File: config.mk
export PLATFORM = sky130hd
export DESIGN_NAME = lru_frame_replacer_unit
export DESIGN_NICKNAME = d
export VERILOG_FILES = /design/src/lfr_pkg.sv /design/src/lfr_cell.sv /design/src/lru_frame_replacer_unit.sv
export SDC_FILE = /design/constraint.sdc
export NUM_CORES = 1
export LEC_CHECK = 0
export ABC_CLOCK_PERIOD_IN_PS = 10200
export BUFFER_PORTS_ARGS = -buffer_cell sky130_fd_sc_hd__buf_2
export CAP_MARGIN = 20
export CORE_ASPECT_RATIO = 0.7
export CORE_MARGIN = 1.5
export CORE_UTILIZATION = 40
export CTS_BUF_LIST = sky130_fd_sc_hd__clkbuf_8
export CTS_CLUSTER_SIZE = 25
export DETAILED_ROUTE_END_ITERATION = 16
export PLACE_DENSITY = 0.59
export SYNTH_ARGS = -nofsm -noshare
export SYNTH_HDL_FRONTEND = slang
export SYNTH_HIERARCHICAL = 1
export SYNTH_SLANG_ARGS = --single-unit
File: constraint.sdc
create_clock -name aclk -period 10.2 [get_ports aclk]
set_input_delay 3.06 -clock aclk [delete_from_list [all_inputs] [get_ports aclk]]
set_output_delay 3.06 -clock aclk [all_outputs]
set_load 0.05 [all_outputs]
File: src/lfr_pkg.sv
// lfr_pkg: shared types, constants and helpers for the lru frame replacer
// no dependencies; imported by lfr_cell, lru_frame_replacer_unit and tb
`default_nettype none

package lfr_pkg;

    localparam int NUM_FRAMES = 64;
    localparam int FRAME_W    = 6;
    localparam int CAP_W      = 7;
    localparam int CNT_W      = $clog2(NUM_FRAMES + 1);

    localparam logic [1:0] OP_VICTIM = 2'd0;
    localparam logic [1:0] OP_PIN    = 2'd1;
    localparam logic [1:0] OP_UNPIN  = 2'd2;

    typedef struct packed {
        logic [1:0]         op;
        logic [FRAME_W-1:0] frame;
    } lfr_in_t;

    typedef struct packed {
        logic               ok;
        logic [FRAME_W-1:0] victim_frame;
        logic [CAP_W-1:0]   occupancy;
    } lfr_out_t;

    // one list slot
    typedef struct packed {
        logic               valid;
        logic [FRAME_W-1:0] frame;
    } lfr_entry_t;

    // broadcast to every cell
    typedef struct packed {
        logic               insert_go;
        logic [FRAME_W-1:0] key;
    } lfr_bcast_t;

    // log-depth prefix or: bit i is set when any bit at or below i is set
    function automatic logic [NUM_FRAMES-1:0] prefix_or(input logic [NUM_FRAMES-1:0] v);
        logic [NUM_FRAMES-1:0] r;
        r = v;
        for (int s = 1; s < NUM_FRAMES; s = s * 2) begin
            r = r | (r << s);
        end
        return r;
    endfunction

endpackage

`default_nettype wire

File: src/lfr_cell.sv
// lfr_cell: one slot of the recency list, shifts toward the lru end on removal
// depends on lfr_pkg
`default_nettype none

module lfr_cell
    import lfr_pkg::*;
(
    input  wire logic       aclk,
    input  wire logic       aresetn,
    input  wire lfr_bcast_t bcast,
    input  wire logic       shift,
    input  wire logic       left_valid,
    input  wire lfr_entry_t right_entry,
    output lfr_entry_t      entry,
    output logic            match
);

    logic               valid_reg, valid_next;
    logic [FRAME_W-1:0] frame_reg, frame_next;
    logic               load;

    // first empty slot takes the inserted frame
    assign load  = bcast.insert_go && !valid_reg && left_valid;
    assign match = valid_reg && (frame_reg == bcast.key);

    always_comb begin
        valid_next = valid_reg;
        frame_next = frame_reg;
        if (shift) begin
            valid_next = right_entry.valid;
            frame_next = right_entry.frame;
        end else if (load) begin
            valid_next = 1'b1;
            frame_next = bcast.key;
        end
    end

    always_ff @(posedge aclk) begin
        if (!aresetn) begin
            valid_reg <= 1'b0;
        end else begin
            valid_reg <= valid_next;
        end
    end

    always_ff @(posedge aclk) begin
        frame_reg <= frame_next;
    end

    assign entry = '{valid: valid_reg, frame: frame_reg};

endmodule

`default_nettype wire

File: src/lru_frame_replacer_unit.sv
// lru_frame_replacer_unit: top level, row of lfr_cell slots plus presence bits
// depends on lfr_pkg and lfr_cell
//
//  port group  | dir | handshake          | payload
//  s_*         | in  | s_valid / s_ready  | s_payload (lfr_in_t: op, frame)
//  m_*         | out | m_valid / m_ready  | m_payload (lfr_out_t: ok, victim_frame, occupancy)
//  cfg_*       | in  | cfg_wr_en          | cfg_wr_data (capacity)
//
// every request completes in the cycle it is taken; its result is registered and
// shows in the next cycle, so one transaction per cycle while m_ready stays high.
// the longest path is the slot compare, the prefix or over the slot row and the shift.
// s_ready drops only while a result is held and m_ready is low.
// reset empties the list and clears the presence bits at once; capacity returns to 64.
`default_nettype none

module lru_frame_replacer_unit
    import lfr_pkg::*;
(
    input  wire logic             aclk,
    input  wire logic             aresetn,
    input  wire logic             s_valid,
    output logic                  s_ready,
    input  wire lfr_in_t          s_payload,
    output logic                  m_valid,
    input  wire logic             m_ready,
    output lfr_out_t              m_payload,
    input  wire logic             cfg_wr_en,
    input  wire logic [CAP_W-1:0] cfg_wr_data
);

    logic [CAP_W-1:0]      cap_reg;
    logic [CNT_W-1:0]      count_reg, count_next;
    logic [NUM_FRAMES-1:0] present_reg, present_next;
    logic                  m_valid_reg;
    lfr_out_t              m_payload_reg, m_payload_next;

    lfr_entry_t            entries [NUM_FRAMES];
    logic [NUM_FRAMES-1:0] match_vec;
    logic [NUM_FRAMES-1:0] remove_vec;
    logic [NUM_FRAMES-1:0] shift_vec;
    lfr_bcast_t            bcast;

    logic accept;
    logic victim_go, pin_hit, unpin_go;

    assign s_ready = !m_valid_reg || m_ready;
    assign accept  = s_valid && s_ready;

    always_comb begin
        victim_go = 1'b0;
        pin_hit   = 1'b0;
        unpin_go  = 1'b0;
        if (accept) begin
            unique case (s_payload.op)
                OP_VICTIM: victim_go = (count_reg != '0);
                OP_PIN:    pin_hit   = |match_vec;
                OP_UNPIN:  unpin_go  = !present_reg[s_payload.frame]
                                       && (32'(count_reg) < 32'(cap_reg))
                                       && (32'(count_reg) < NUM_FRAMES);
                default: ;
            endcase
        end
    end

    assign bcast = '{insert_go: unpin_go, key: s_payload.frame};

    // victim removes the head slot, pin removes the matching slot
    always_comb begin
        remove_vec = '0;
        if (victim_go) begin
            remove_vec[0] = 1'b1;
        end else if (pin_hit) begin
            remove_vec = match_vec;
        end
    end

    assign shift_vec = prefix_or(remove_vec);

    for (genvar i = 0; i < NUM_FRAMES; i++) begin : g_cell
        lfr_entry_t right_e;
        logic       left_v;

        if (i == NUM_FRAMES - 1) begin : g_last
            assign right_e = '0;
        end else begin : g_mid
            assign right_e = entries[i+1];
        end

        if (i == 0) begin : g_first
            assign left_v = 1'b1;
        end else begin : g_rest
            assign left_v = entries[i-1].valid;
        end

        lfr_cell u_cell (
            .aclk        (aclk),
            .aresetn     (aresetn),
            .bcast       (bcast),
            .shift       (shift_vec[i]),
            .left_valid  (left_v),
            .right_entry (right_e),
            .entry       (entries[i]),
            .match       (match_vec[i])
        );
    end

    always_comb begin
        count_next   = count_reg;
        present_next = present_reg;
        if (victim_go) begin
            count_next                        = count_reg - 1'b1;
            present_next[entries[0].frame]    = 1'b0;
        end else if (pin_hit) begin
            count_next                        = count_reg - 1'b1;
            present_next[s_payload.frame]     = 1'b0;
        end else if (unpin_go) begin
            count_next                        = count_reg + 1'b1;
            present_next[s_payload.frame]     = 1'b1;
        end
    end

    always_comb begin
        m_payload_next.ok           = victim_go;
        m_payload_next.victim_frame = victim_go ? entries[0].frame : '0;
        m_payload_next.occupancy    = CAP_W'(count_next);
    end

    always_ff @(posedge aclk) begin
        if (!aresetn) begin
            cap_reg     <= CAP_W'(NUM_FRAMES);
            count_reg   <= '0;
            present_reg <= '0;
            m_valid_reg <= 1'b0;
        end else begin
            if (cfg_wr_en) begin
                cap_reg <= cfg_wr_data;
            end
            count_reg   <= count_next;
            present_reg <= present_next;
            if (accept) begin
                m_valid_reg <= 1'b1;
            end else if (m_ready) begin
                m_valid_reg <= 1'b0;
            end
        end
    end

    always_ff @(posedge aclk) begin
        if (accept) begin
            m_payload_reg <= m_payload_next;
        end
    end

    assign m_valid   = m_valid_reg;
    assign m_payload = m_payload_reg;

endmodule

`default_nettype wire

==> metrics.md <==
| Metric | Value |
|---|---|
| Area grow syn2layout | `6.947%` |
| Core ar. | `approximately 82000 sq um` |
| Global Route Usage Sum | `a little over 20%` |
| Max incr delay on CP | `approximately 750 ps` |
| Ordered cell list for the critical path | `buf_6 -> buf_4 -> xnor2_1 -> nand4_1 -> nor4_2 -> or4_4 -> or4_4 -> nor2_4 -> and2_1 -> a21oi_2 -> buf_4 -> a21boi_2 -> nand2_1 -> inv_1 -> o21ai_0` |
| Port Buffer Count | `35` |
| 1st-iter DRT viols | `around 2500` |
| Final core utilization | `between 40% and 50%` |
| Skew-Pair Late Insertion Delay | `a little over 700 ps` |
| Via density per instance | `about 5.8` |
| Worst reg2reg path startpoint | `count_reg[4]$_SDFF_PN0_` |
| Wire length per cell | `between 20 and 25 microns` |
| Register bit total from synthesis | `approximately 540` |
| CTS tree | `done` |
| Post-Route Skew | `36.83 ps` |
| CTS H-tree lvls | `3` |
| Post-layout nets | `2841` |
| CTS resizes | `0` |
| Synth Warn # | `6` |
| DRT Pass-1 Iters | `6` |
| First-pass GRT wire length | `135.2 mm` |
| CP bufs+invs | `4` |
| Sink Count | `roughly 540` |
| Synthesized area | `around 33000 sq um` |
| Vias | `22890` |
| Ratio of cells with drive above 1 in the final layout | `about a quarter` |
| Syn_area_per_cell | `about 12 sq um` |
| Top Ports | `36` |
| GPL Wtd Cong | `around 0.89` |
| Yosys cell types | `between 80 and 90` |
| Ys flop type | `edfxtp_1` |
| R2R cell count | `10` |
| Status | `completed` |
| Worst IR Drop VDD | `approximately 0.085 mV` |
| Slowest CP cell | `a21boi_2` |
| Leak | `12.39 nW` |
| Die height | `roughly 240 microns` |
| Arrival @ worst endpoint | `about 8300 ps` |
| Power per standard cell area | `137.5 nW/um^2` |
| Startpoint Class | `input port` |
| Max-Cap Viols | `0` |
| Final antenna-violating net count | `0` |
| Largest net degree at the start of global routing | `between 100 and 150` |
| RSZ-0062 raised after global routing | `false` |
| Clock slew seen by the registers of the worst setup and hold paths | `around 60 ps` |
| Worst Hold Class | `flop to flop` |
| Asr flop ratio synth | `0%` |
| Number of enable flip-flop cells after synthesis | `398` |
| Clock Root Buffer | `clkbuf_8` |
| Post-CTS Setup Repair Bufs | `0` |
| Max-slew headroom | `25.24%` |
| Die area | `approximately 85000 sq um` |
| Initial antenna violation count | `0` |
| Hold Path Stages | `2` |
| Setup TNS | `0 ps` |
| GRT Residual Overflow | `0` |
| Final Max Tran Viols | `0` |
| Worst Path Max Fanout | `72` |
| Routed WL | `between 80 and 90 mm` |
| DRC viols | `0` |
| Worst EP required | `between 10000 and 15000 ps` |
| Final Hold Viols | `0` |
| Top delay family on crit path | `simple AND/OR/NAND/NOR gates` |
| Setup crit end kind | `flop` |
| Seq/Total Area, Yosys | `around 45%` |
| CTS Buf Count | `between 80 and 90` |
| Vias in the first global route | `22800` |
| Cts hold-fix bufs | `0` |
| Final worst path period share | `a little under 80%` |
| Slew @ Worst Pin | `about 1100 ps` |
| Max Clk Rate | `125.1 MHz` |
| Num rows | `88` |
| CTS Buffer Depth | `3` |
| FF-to-FF End | `g_cell[12].u_cell/frame_reg[0]$_DFFE_PP_` |
| Die X-Extent | `between 300 and 400 microns` |
| # setup viols final | `0` |
| Crit Path Class | `input port to flop` |
| Worst R2R Setup Slack | `4820 ps` |
| Initial core utilization | `40.35%` |
| Synth Instances | `roughly 2800` |
| Min Tclk post-route | `approximately 8000 ps` |
| Post-DP HPWL | `about 57 mm` |
-- stage by stage --
stage | setup WS [ps] | total power [mW] | hold WS (ps) | instance area, sq um | std cells
final | 2205 | 4.886 | 453.7 | 35540 | 3967
after global routing | 1962 | 5.074 | 464.2 | 35540 | 3966
after CTS | 2335 | 4.927 | 452.6 | 35520 | 3963
after detailed placement | 1564 | 3.115 | 441.9 | 33890 | 3800
after global placement | 1637 | 3.103 | 438.7 | 33890 | 3800
after floorplan | 3619 | 2.936 | 428.2 | 33250 | 2824
-- cell usage after synthesis (11+ instances only) --
library cell	count	area [sq um]
a21oi_1	89	445.4
nand3_1	49	245.2
buf_2	24	120.1
nor2_1	121	454.2
mux2i_1	16	160.2
nor4_2	64	800.8
o311ai_0	11	96.34
buf_4	67	503.0
clkbuf_1	51	191.4
nor4_1	17	106.4
and2_1	11	68.82
xor2_1	192	1682
buf_1	11	41.29
mux2_4	385	5781
dfxtp_1	143	2863
xnor2_1	193	1690
a31oi_1	44	275.3
o22ai_1	25	156.4
or3_1	13	81.33
nand2_1	142	533.0
inv_1	116	435.4
a32oi_1	25	219.0
nor3_1	79	395.4
nand4_1	84	525.5
a22oi_1	27	202.7
a41oi_1	11	96.34
edfxtp_1	398	11950
a311oi_1	26	227.7
o21ai_0	171	855.8
buf_6	67	754.5
-- placed cells by master, fill, tap and decap left out, types with 21 or more instances in the layout --
cell,netlist,layout
dfxtp_1,143,143
nor2_1,121,121
a22oi_1,27,27
inv_1,116,151
buf_4,67,79
clkinv_1,1,21
nand2_1,142,142
xnor2_1,193,193
nor3_1,79,79
clkbuf_8,0,99
mux2_4,385,385
o22ai_1,25,25
nor4_2,64,64
a32oi_1,25,25
a21oi_1,89,88
edfxtp_1,398,398
xor2_1,192,192
nand3_1,49,49
nand4_1,84,84
buf_2,24,29
a311oi_1,26,26
a31oi_1,44,44
o21ai_0,171,171
-- how the worst max path moves through the flow --
stage | from | to | slack, ps | depth (start not counted)
4_1_cts | s_payload[1] | g_cell[46].u_cell/frame_reg[2]$_DFFE_PP_ | 2330 | 15
3_3_place_gp | s_payload[1] | g_cell[46].u_cell/frame_reg[3]$_DFFE_PP_ | 1640 | 15
3_5_place_dp | s_payload[1] | g_cell[46].u_cell/frame_reg[0]$_DFFE_PP_ | 1560 | 15
6_report | s_payload[1] | g_cell[56].u_cell/frame_reg[1]$_DFFE_PP_ | 2200 | 15
5_1_grt | s_payload[1] | g_cell[56].u_cell/frame_reg[4]$_DFFE_PP_ | 1960 | 15
2_1_floorplan | m_ready | g_cell[0].u_cell/frame_reg[0]$_DFFE_PP_ | 3620 | 10
-- per-layer routing --
layer	vias up	global-route usage (%)	part of all wire [%]
met3	121	3.651	7.6
met5	-	0	0
met2	957	28.26	41
li1	10390	-	-
met1	11430	31.33	50
met4	0	4.906	1.5
-- power by group --
| part | internal [mW] | total (mW) | switching [mW] |
|---|---|---|---|
| clock | 0.883 | 1.80 | 0.921 |
| combinational | 0.263 | 0.609 | 0.346 |
| sequential | 2.42 | 2.47 | 0.0491 |
-- logic make-up (layout without fill, tap and decap cells) --
group	count (synthesis)	in the layout	synth area share (%)
AO/OA/AOI/OAI	487	487	9.289
XOR/XNOR	385	385	10.15
adder cells (fa/ha/maj)	8	8	0.3012
buffers and inverters	339	401	6.209
flip-flops	541	541	44.58
multiplexers	407	407	18.15
other	2	9	0.02260
AND/OR/NAND/NOR	649	649	11.30
-- worst min-delay path, delay by kind of cell (launching register included) --
family	cells	cell delay [ps]
AOI/OAI and AO/OA	1	50
buffers and inverters	1	50
DFF	1	310
-- cell type report --
| class | count | area [sq um] |
|---|---|---|
| Inverter | 118 | 447.9 |
| Multi-Input combinational cell | 1944 | 16390 |
| Fill cell | 7576 | 46820 |
| Tap cell | 1080 | 1351 |
| Antenna cell | 1 | 2.502 |
| Clock inverter | 65 | 277.8 |
| Sequential cell | 541 | 14810 |
| Clock buffer | 98 | 1349 |
| Timing Repair Buffer | 120 | 900.9 |
Power figures use the tool's default switching activity.
